### config.mk
export PLATFORM = sky130hd
export DESIGN_NAME = utf8_encoding_detector_core
export DESIGN_NICKNAME = d
export VERILOG_FILES = /design/src/utf8d_pkg.sv /design/src/utf8d_step.sv /design/src/utf8_encoding_detector_core.sv
export SDC_FILE = /design/constraint.sdc
export NUM_CORES = 1
export LEC_CHECK = 0
export BUFFER_PORTS_ARGS = -buffer_cell sky130_fd_sc_hd__buf_2
export CAP_MARGIN = 0
export CELL_PAD_IN_SITES_DETAIL_PLACEMENT = 1
export CELL_PAD_IN_SITES_GLOBAL_PLACEMENT = 1
export CORE_AREA = 2 2 62 64
export DETAILED_ROUTE_END_ITERATION = 10
export DIE_AREA = 0 0 64 66
export PLACE_DENSITY = 0.74
export SYNTH_ARGS = -nofsm -noshare
export SYNTH_HDL_FRONTEND = slang
export SYNTH_SLANG_ARGS = --single-unit
### constraint.sdc
create_clock -name clk -period 2.2 [get_ports clk]
set_input_delay 0.33 -clock clk [delete_from_list [all_inputs] [get_ports clk]]
set_output_delay 0.33 -clock clk [all_outputs]
set_load 0.01 [all_outputs]
### src/utf8d_pkg.sv
// utf8d_pkg: types and constants shared by the UTF-8 detector modules.
// Holds the scan phase enum, the per-buffer state struct and the result struct.
// No dependencies.
package utf8d_pkg;

	localparam int CP_W = 21;

	typedef enum logic [1:0] {
		PH_SCAN    = 2'd0,
		PH_COLLECT = 2'd1,
		PH_DONE    = 2'd2
	} phase_t;

	typedef struct packed {
		phase_t            phase;
		logic [1:0]        pending;
		logic [1:0]        seq_len;
		logic [CP_W-1:0]   cp;
	} state_t;

	typedef struct packed {
		logic valid;
		logic verdict;
	} result_t;

	localparam state_t STATE_RESET = '{phase: PH_SCAN, pending: 2'd0, seq_len: 2'd0,
		cp: '0};

	localparam logic [7:0] ASCII_MAX  = 8'h7F;
	localparam logic [7:0] LEAD2_LO   = 8'hC2;
	localparam logic [7:0] LEAD2_HI   = 8'hDF;
	localparam logic [7:0] LEAD3_LO   = 8'hE0;
	localparam logic [7:0] LEAD3_HI   = 8'hEF;
	localparam logic [7:0] LEAD4_LO   = 8'hF0;
	localparam logic [7:0] LEAD4_HI   = 8'hF4;
	localparam logic [1:0] CONT_TAG   = 2'b10;

	localparam logic [1:0] LEN_TWO    = 2'd1;
	localparam logic [1:0] LEN_THREE  = 2'd2;
	localparam logic [1:0] LEN_FOUR   = 2'd3;

	localparam logic [CP_W-1:0]  MIN_THREE = 21'h000800;
	localparam logic [CP_W-1:0]  MIN_FOUR  = 21'h010000;
	localparam logic [CP_W-1:0]  MAX_CP    = 21'h10FFFF;
	localparam logic [CP_W-12:0] SURR_HI   = 10'h01B;

endpackage

### src/utf8d_step.sv
// utf8d_step: per-byte next-state and verdict logic of the UTF-8 detector.
// Purely combinational; uses utf8d_pkg.
module utf8d_step
	import utf8d_pkg::*;
(
	input  state_t     st,
	input  logic [7:0] data_byte,
	input  logic       last_byte,
	output state_t     nxt,
	output result_t    res
);

	logic            cont_ok;
	logic [CP_W-1:0] cp_new;
	logic [1:0]      pend_new;
	logic            judge_ok;
	state_t          done_st;

	assign cont_ok  = (data_byte[7:6] == CONT_TAG);
	assign cp_new   = {st.cp[CP_W-7:0], data_byte[5:0]};
	assign pend_new = st.pending - 2'd1;

	always_comb begin
		case (st.seq_len)
			LEN_THREE: judge_ok = (cp_new >= MIN_THREE) && (cp_new[CP_W-1:11] != SURR_HI);
			LEN_FOUR:  judge_ok = (cp_new >= MIN_FOUR) && (cp_new <= MAX_CP);
			default:   judge_ok = 1'b1;
		endcase
	end

	// next state
	always_comb begin
		nxt     = st;
		done_st = st;
		done_st.phase   = PH_DONE;
		done_st.pending = 2'd0;
		case (st.phase)
			PH_DONE: begin
				if (last_byte) nxt = STATE_RESET;
			end
			PH_COLLECT: begin
				if (last_byte) begin
					nxt = STATE_RESET;
				end else if (!cont_ok) begin
					nxt = done_st;
				end else if (pend_new == 2'd0) begin
					nxt    = done_st;
					nxt.cp = cp_new;
				end else begin
					nxt.cp      = cp_new;
					nxt.pending = pend_new;
				end
			end
			default: begin
				// scanning; the unused phase code lands here too
				if (last_byte) begin
					nxt = STATE_RESET;
				end else if (data_byte >= LEAD2_LO && data_byte <= LEAD2_HI) begin
					nxt.phase   = PH_COLLECT;
					nxt.seq_len = LEN_TWO;
					nxt.pending = LEN_TWO;
					nxt.cp      = '0;
				end else if (data_byte >= LEAD3_LO && data_byte <= LEAD3_HI) begin
					nxt.phase   = PH_COLLECT;
					nxt.seq_len = LEN_THREE;
					nxt.pending = LEN_THREE;
					nxt.cp      = {{(CP_W-4){1'b0}}, data_byte[3:0]};
				end else if (data_byte >= LEAD4_LO && data_byte <= LEAD4_HI) begin
					nxt.phase   = PH_COLLECT;
					nxt.seq_len = LEN_FOUR;
					nxt.pending = LEN_FOUR;
					nxt.cp      = {{(CP_W-3){1'b0}}, data_byte[2:0]};
				end
			end
		endcase
	end

	// verdict
	always_comb begin
		res = '0;
		case (st.phase)
			PH_DONE: res = '0;
			PH_COLLECT: begin
				res.valid   = !cont_ok || (pend_new == 2'd0) || last_byte;
				res.verdict = cont_ok && (pend_new == 2'd0) && judge_ok;
			end
			default: begin
				res.valid   = last_byte;
				res.verdict = 1'b0;
			end
		endcase
	end

endmodule

### src/utf8_encoding_detector_core.sv
//  channel | signals                      | moves
//  --------+------------------------------+-------------------------------
//  in      | in_valid, in_stall           | data_byte, last_byte
//  out     | out_valid, out_stall         | is_utf8 (at most one per buffer)
//
// One byte per clock sustained, unless out_stall holds a full result register.
// From the input register, the step logic updates the scan state and may load the result register.
// At most one verdict per buffer; the last byte always returns the scan to idle.
// in_stall rises only while the result register is full and out_stall is high.
// arst_n clears the scan state and both valid flags.
module utf8_encoding_detector_core
	import utf8d_pkg::*;
(
	input  logic       clk,
	input  logic       arst_n,
	input  logic       in_valid,
	output logic       in_stall,
	input  logic [7:0] data_byte,
	input  logic       last_byte,
	output logic       out_valid,
	input  logic       out_stall,
	output logic       is_utf8
);

	logic       valid_s1;
	logic [7:0] byte_s1;
	logic       last_s1;
	state_t     state_q;
	state_t     state_nxt;
	result_t    res;
	logic       out_valid_q;
	logic       is_utf8_q;
	logic       advance;

	assign advance   = !out_valid_q || !out_stall;
	assign in_stall  = valid_s1 && !advance;
	assign out_valid = out_valid_q;
	assign is_utf8   = is_utf8_q;

	utf8d_step u_step (
		.st        (state_q),
		.data_byte (byte_s1),
		.last_byte (last_s1),
		.nxt       (state_nxt),
		.res       (res)
	);

	always_ff @(posedge clk or negedge arst_n) begin
		if (!arst_n) begin
			valid_s1    <= 1'b0;
			state_q     <= STATE_RESET;
			out_valid_q <= 1'b0;
		end else begin
			if (!in_stall) valid_s1 <= in_valid;
			if (advance) begin
				out_valid_q <= valid_s1 && res.valid;
				if (valid_s1) state_q <= state_nxt;
			end
		end
	end

	always_ff @(posedge clk) begin
		if (!in_stall) begin
			byte_s1 <= data_byte;
			last_s1 <= last_byte;
		end
		if (advance && valid_s1 && res.valid) is_utf8_q <= res.verdict;
	end

endmodule

# Word-level counts from Yosys, hierarchy flattened
# Index checks and enable logic that the tools add are counted.
# classes
addsub	1
n_mul	0
div	0
order_cmp	9
eq_ne	10
shift	0
mux	12
n_bitwise	0
n_reduce_logical	25
# ops
op	count
27-bit 2-to-1 mux	7
27-bit case mux with 2 select lines	1
8-bit greater-or-equal comparator (second input constant)	3
8-bit less-or-equal comparator (second input constant)	3
21-bit by 12-bit greater-or-equal comparator with 1-bit output (second input constant)	1
21-bit by 17-bit greater-or-equal comparator with 1-bit output (second input constant)	1
21-bit less-or-equal comparator (second input constant)	1
5-bit AND reduction	3
1-bit logical AND	11
10-bit by 5-bit != test with 1-bit output (second input constant)	1
2-bit equality test (second input constant)	4
5-bit nonzero test	1
1-bit logical NOT	4
2-bit 2-to-1 mux	2
2-bit != test (second input constant)	2
4-bit != test (second input constant)	1
2-bit case mux with 2 select lines	1
4-bit AND reduction	1
4-bit nonzero test	1
1-bit logical OR	3
3-bit by 2-bit != test with 1-bit output (second input constant)	1
2-bit by 1-bit equality test with 1-bit output (second input constant)	1
2-bit logical NOT	1
1-bit case mux with 2 select lines	1
2-bit by 1-bit subtractor with 2-bit output (second input constant)	1
# word_totals
reg_bits	33
latch_bits	0
ramBits	0
rom_bits	0
out_inout_bits	3
elab_cells	66
memories	0

# Logic depth before layout (Yosys ltp)
# logic_depth
depth_word	7
mapped_depth	8
ltp_nobuf	7

# By module
# Synthesis repeated with hierarchy kept, for this count alone.
# hier_totals
cells_unflattened	173
hier_area_um2	2120.8
# by_module_without_submodules
mod	instances	cells_per_inst	area_per_inst_um2
utf8_encoding_detector_core	1	76	1410.1
utf8d_step	1	97	710.7

# Worst setup path after synthesis
# Ideal clock, no wire load.
# synth_path
kind	register to register
startpoint	register state_q[26] (netlist bit)
endpoint	register state_q[5] (netlist bit)
setup_time_ns	0.076
arrival_ns	1.496
t_required_ns	2.124
slack_ns	0.628
stages_incl_launch_ff	9
path_buffers	2
cell_sequence	dfrtp_1 -> inv_1 -> ha_1 -> nor2b_1 -> and2_1 -> buf_2 -> buf_2 -> nand2_1 -> o21ai_1
# synth_via
elab_chain_cells	3
# synth_rtl
item	line	rtl
from (decl)	utf8_encoding_detector_core.sv:28	state_t state_q;
from (signal assigned)	utf8_encoding_detector_core.sv:57	if (valid_s1) state_q <= state_nxt;
2-bit by 1-bit equality test with 1-bit output / 2-bit equality test (equally long branches)	utf8d_step.sv:37	case (st.phase)
3-bit by 2-bit != test with 1-bit output (no line), or another cell as far along	n/a	
5-bit AND reduction (no line)	n/a	
# Parallel ways exist; a longest one is shown, timed or not.
# A chain may end at the register's enable or synchronous reset.

# Worst setup path after layout
# layout_path
startpoint	register state_q[26] (netlist bit)
endpoint	register state_q[1] (netlist bit)
# The elaborated chain is that of the path after synthesis.

==> results.json <==
{
  "outcome": "finished, final reports clean",
  "port_buffers": 15,
  "crit_path_start_kind": "register",
  "overflow": 0,
  "grt_pass1_vias": 1199,
  "rows": 22,
  "cp.required_ps": 2460,
  "htreeDepth": 2,
  "max_freq_ghz": 0.501,
  "dp_hpwl_um": 2190,
  "netlist_instances": 148,
  "max_cap_viol_count": 0,
  "clock_latency_ps": 330,
  "p_leak_uw": 0.000706,
  "final_area_um2": 1690,
  "start_util": 0.428,
  "post-route-period-util": 0.907,
  "maxSlewHeadroom": 0.624,
  "syn-num-nets": 164,
  "drtPass1Iterations": 4,
  "fin_util": 0.477,
  "synth-seq-cells": 33,
  "netlist_area_um2": 1520,
  "layout-drive-gt1-share": 0.190,
  "antenna_left": 0,
  "place_area_um2": 1630,
  "die_x_um": 64,
  "netlist.top_cell.by_area": "dfrtp_1",
  "p_seq_frac": 0.493,
  "cts_buffers": 5,
  "route.vias.total": 1103,
  "synth_edf_count": 10,
  "clkTransAtPathRegs_ps": 100,
  "drt_iter0_markers": 28,
  "swShare": 0.367,
  "io_pins": 16,
  "drt_wl_total_um": 2930,
  "routedWlPerCell_um": 13.6,
  "clockPowerShare": 0.188,
  "die_h_um": 66,
  "synthArstFlopShare": 0.697,
  "worstHoldPathType": "in -> reg",
  "arrival_ps": 2260,
  "rsz0062_at_grt": "false",
  "yosys_warnings": 0,
  "vias_per_cell": 5.11,
  "period_needed_ps": 2000,
  "drc": 0,
  "switching_power_uw": 621,
  "synth_top_cell_area_share": 0.379,
  "grt_max_degree": 31,
  "ir_drop_uv": 453,
  "power.internal_uw": 1070,
  "num_antenna_cells": 0,
  "core-area_um2": 3550,
  "grt_pass1_wl_um": 5130,
  "fin_tns_setup_ps": 0,
  "synth_most_common_cell": "nand2_1",
  "cp_max_fo": 17,
  "p_per_area_nw_per_um2": 999,
  "finalSetupViolCount": 0,
  "area_growth_pct": 11.4,
  "p_comb_frac": 0.319,
  "routabilityCongestion": 0.811,
  "postCtsSetupRepairBufs": 0,
  "die_area_um2": 4220,
  "ys.flop_type": "dfrtp_1",
  "cts_tree": "built",
  "tightest_slew_ps": 565,
  "syn_avg_cell_area_um2": 10.3,
  "ys_top_cells_by_area": "dfrtp_1 (38%), edfxtp_1 (20%), nand2_1 (7.7%), o21ai_1 (5.9%), nor2_1 (2.7%)",
  "nNetsFinal": 183,
  "holdBufCountCts": 1,
  "cts_sinks": 33,
  "post_cts_resized": 0,
  "slew_viol_final": 0,
  "cts_buffer_depth": 2,
  "worst_clock_skew_ps": 8.90,
  "finalHoldViolations": 0,
  "ys_types": 34,
  "antenna_found_initial": 0,
  "critPathKind": "reg -> reg",
  "yosysSeqAreaShare": 0.576,
  "cts-root-buf": "clkbuf_4",
  "ys_top_cells_by_count": "nand2_1 (31), dfrtp_1 (23), o21ai_1 (18), nor2_1 (11), edfxtp_1 (10)",
  "cp-end-kind": "register",
  "grt_use_total": 0.162
}
[through the flow]
step | power (µW) | worst slack (ps) | cells | hold WS, ps
after floorplan | 1240 | 628 | 148 | 34.4
after global placement | 1350 | 383 | 207 | 331
after detailed placement | 1390 | 190 | 207 | 339
after CTS | 1710 | 191 | 216 | 152
after global routing | 1830 | 4.94 | 216 | 142
final | 1690 | 204 | 216 | 168
[cells in the final DEF, fill, tap and decap left out, drive strengths merged, types with 4 or more instances in the layout]
master  instances
buf            16
nor2           11
clkbuf          6
o21ai          25
nand2          31
edfxtp         10
a21oi           4
inv             6
dfrtp          23
[kinds of logic (layout without fill, tap and decap cells)]
kind of cell,Yosys count,after routing,share of synthesized area
mux,3,3,0.0214
simple gates,62,62,0.199
compound gates,36,36,0.144
fa+ha+maj,3,3,0.0247
buf+inv,11,31,0.0346
flops,33,33,0.576
[metal layers]
layer  GRT usage  up-vias  share of wire
li1            -      550              -
met1       0.186      526           0.45
met2       0.280       21           0.50
met3      0.0358        6          0.034
met4      0.0897        0          0.021
met5           0        -              0
[path summary, 6_finish.rpt]
path / startpoint / endpoint / slack [ps] / cells after the start
worst max-delay path: state_q[26] / state_q[1] / 200 / 6
worst min-delay path: data_byte[3] / byte_s1[3] / 170 / 1
worst max register to register: state_q[26] / state_q[1] / 200 / 6
worst min register to register: state_q[12] / state_q[12] / 500 / 2
max in group asynchronous: arst_n / valid_s1 / 1330 / 2
min in group asynchronous: arst_n / state_q[14] / 510 / 2
[area by class of cell]
type	count	area (µm²)
clock inverters	2	10.0
fillers	420	1860
clock buffers	6	41.3
multi-input cells	104	592
repair buffers	17	92.6
flip-flops and latches	33	876
well taps	48	60.1
inverters	6	22.5
[power groups by stage]
stage	sequential (µW)	combinational, µW	clock (µW)
5_1_grt	851	618	364
4_1_cts	836	547	332
2_1_floorplan	832	408	0
3_5_place_dp	848	542	0
6_report	835	540	318
3_3_place_gp	838	514	0
[sequential cells by signal, indices dropped and copies added, names as in the netlist]
| register | cells |
|---|---|
| last_s1 | 1 |
| byte_s1 | 8 |
| valid_s1 | 1 |
| state_q | 21 |
| is_utf8 | 1 |
| out_valid | 1 |
[worst max-delay path, stage by stage, from the launching register on]
cell	delay (ps)
dfrtp_1	390
inv_1	80
ha_1	240
nor2b_1	340
and2_1	550
o21ai_0	180
o21ai_1	150
(Power assumes the default switching activity.)
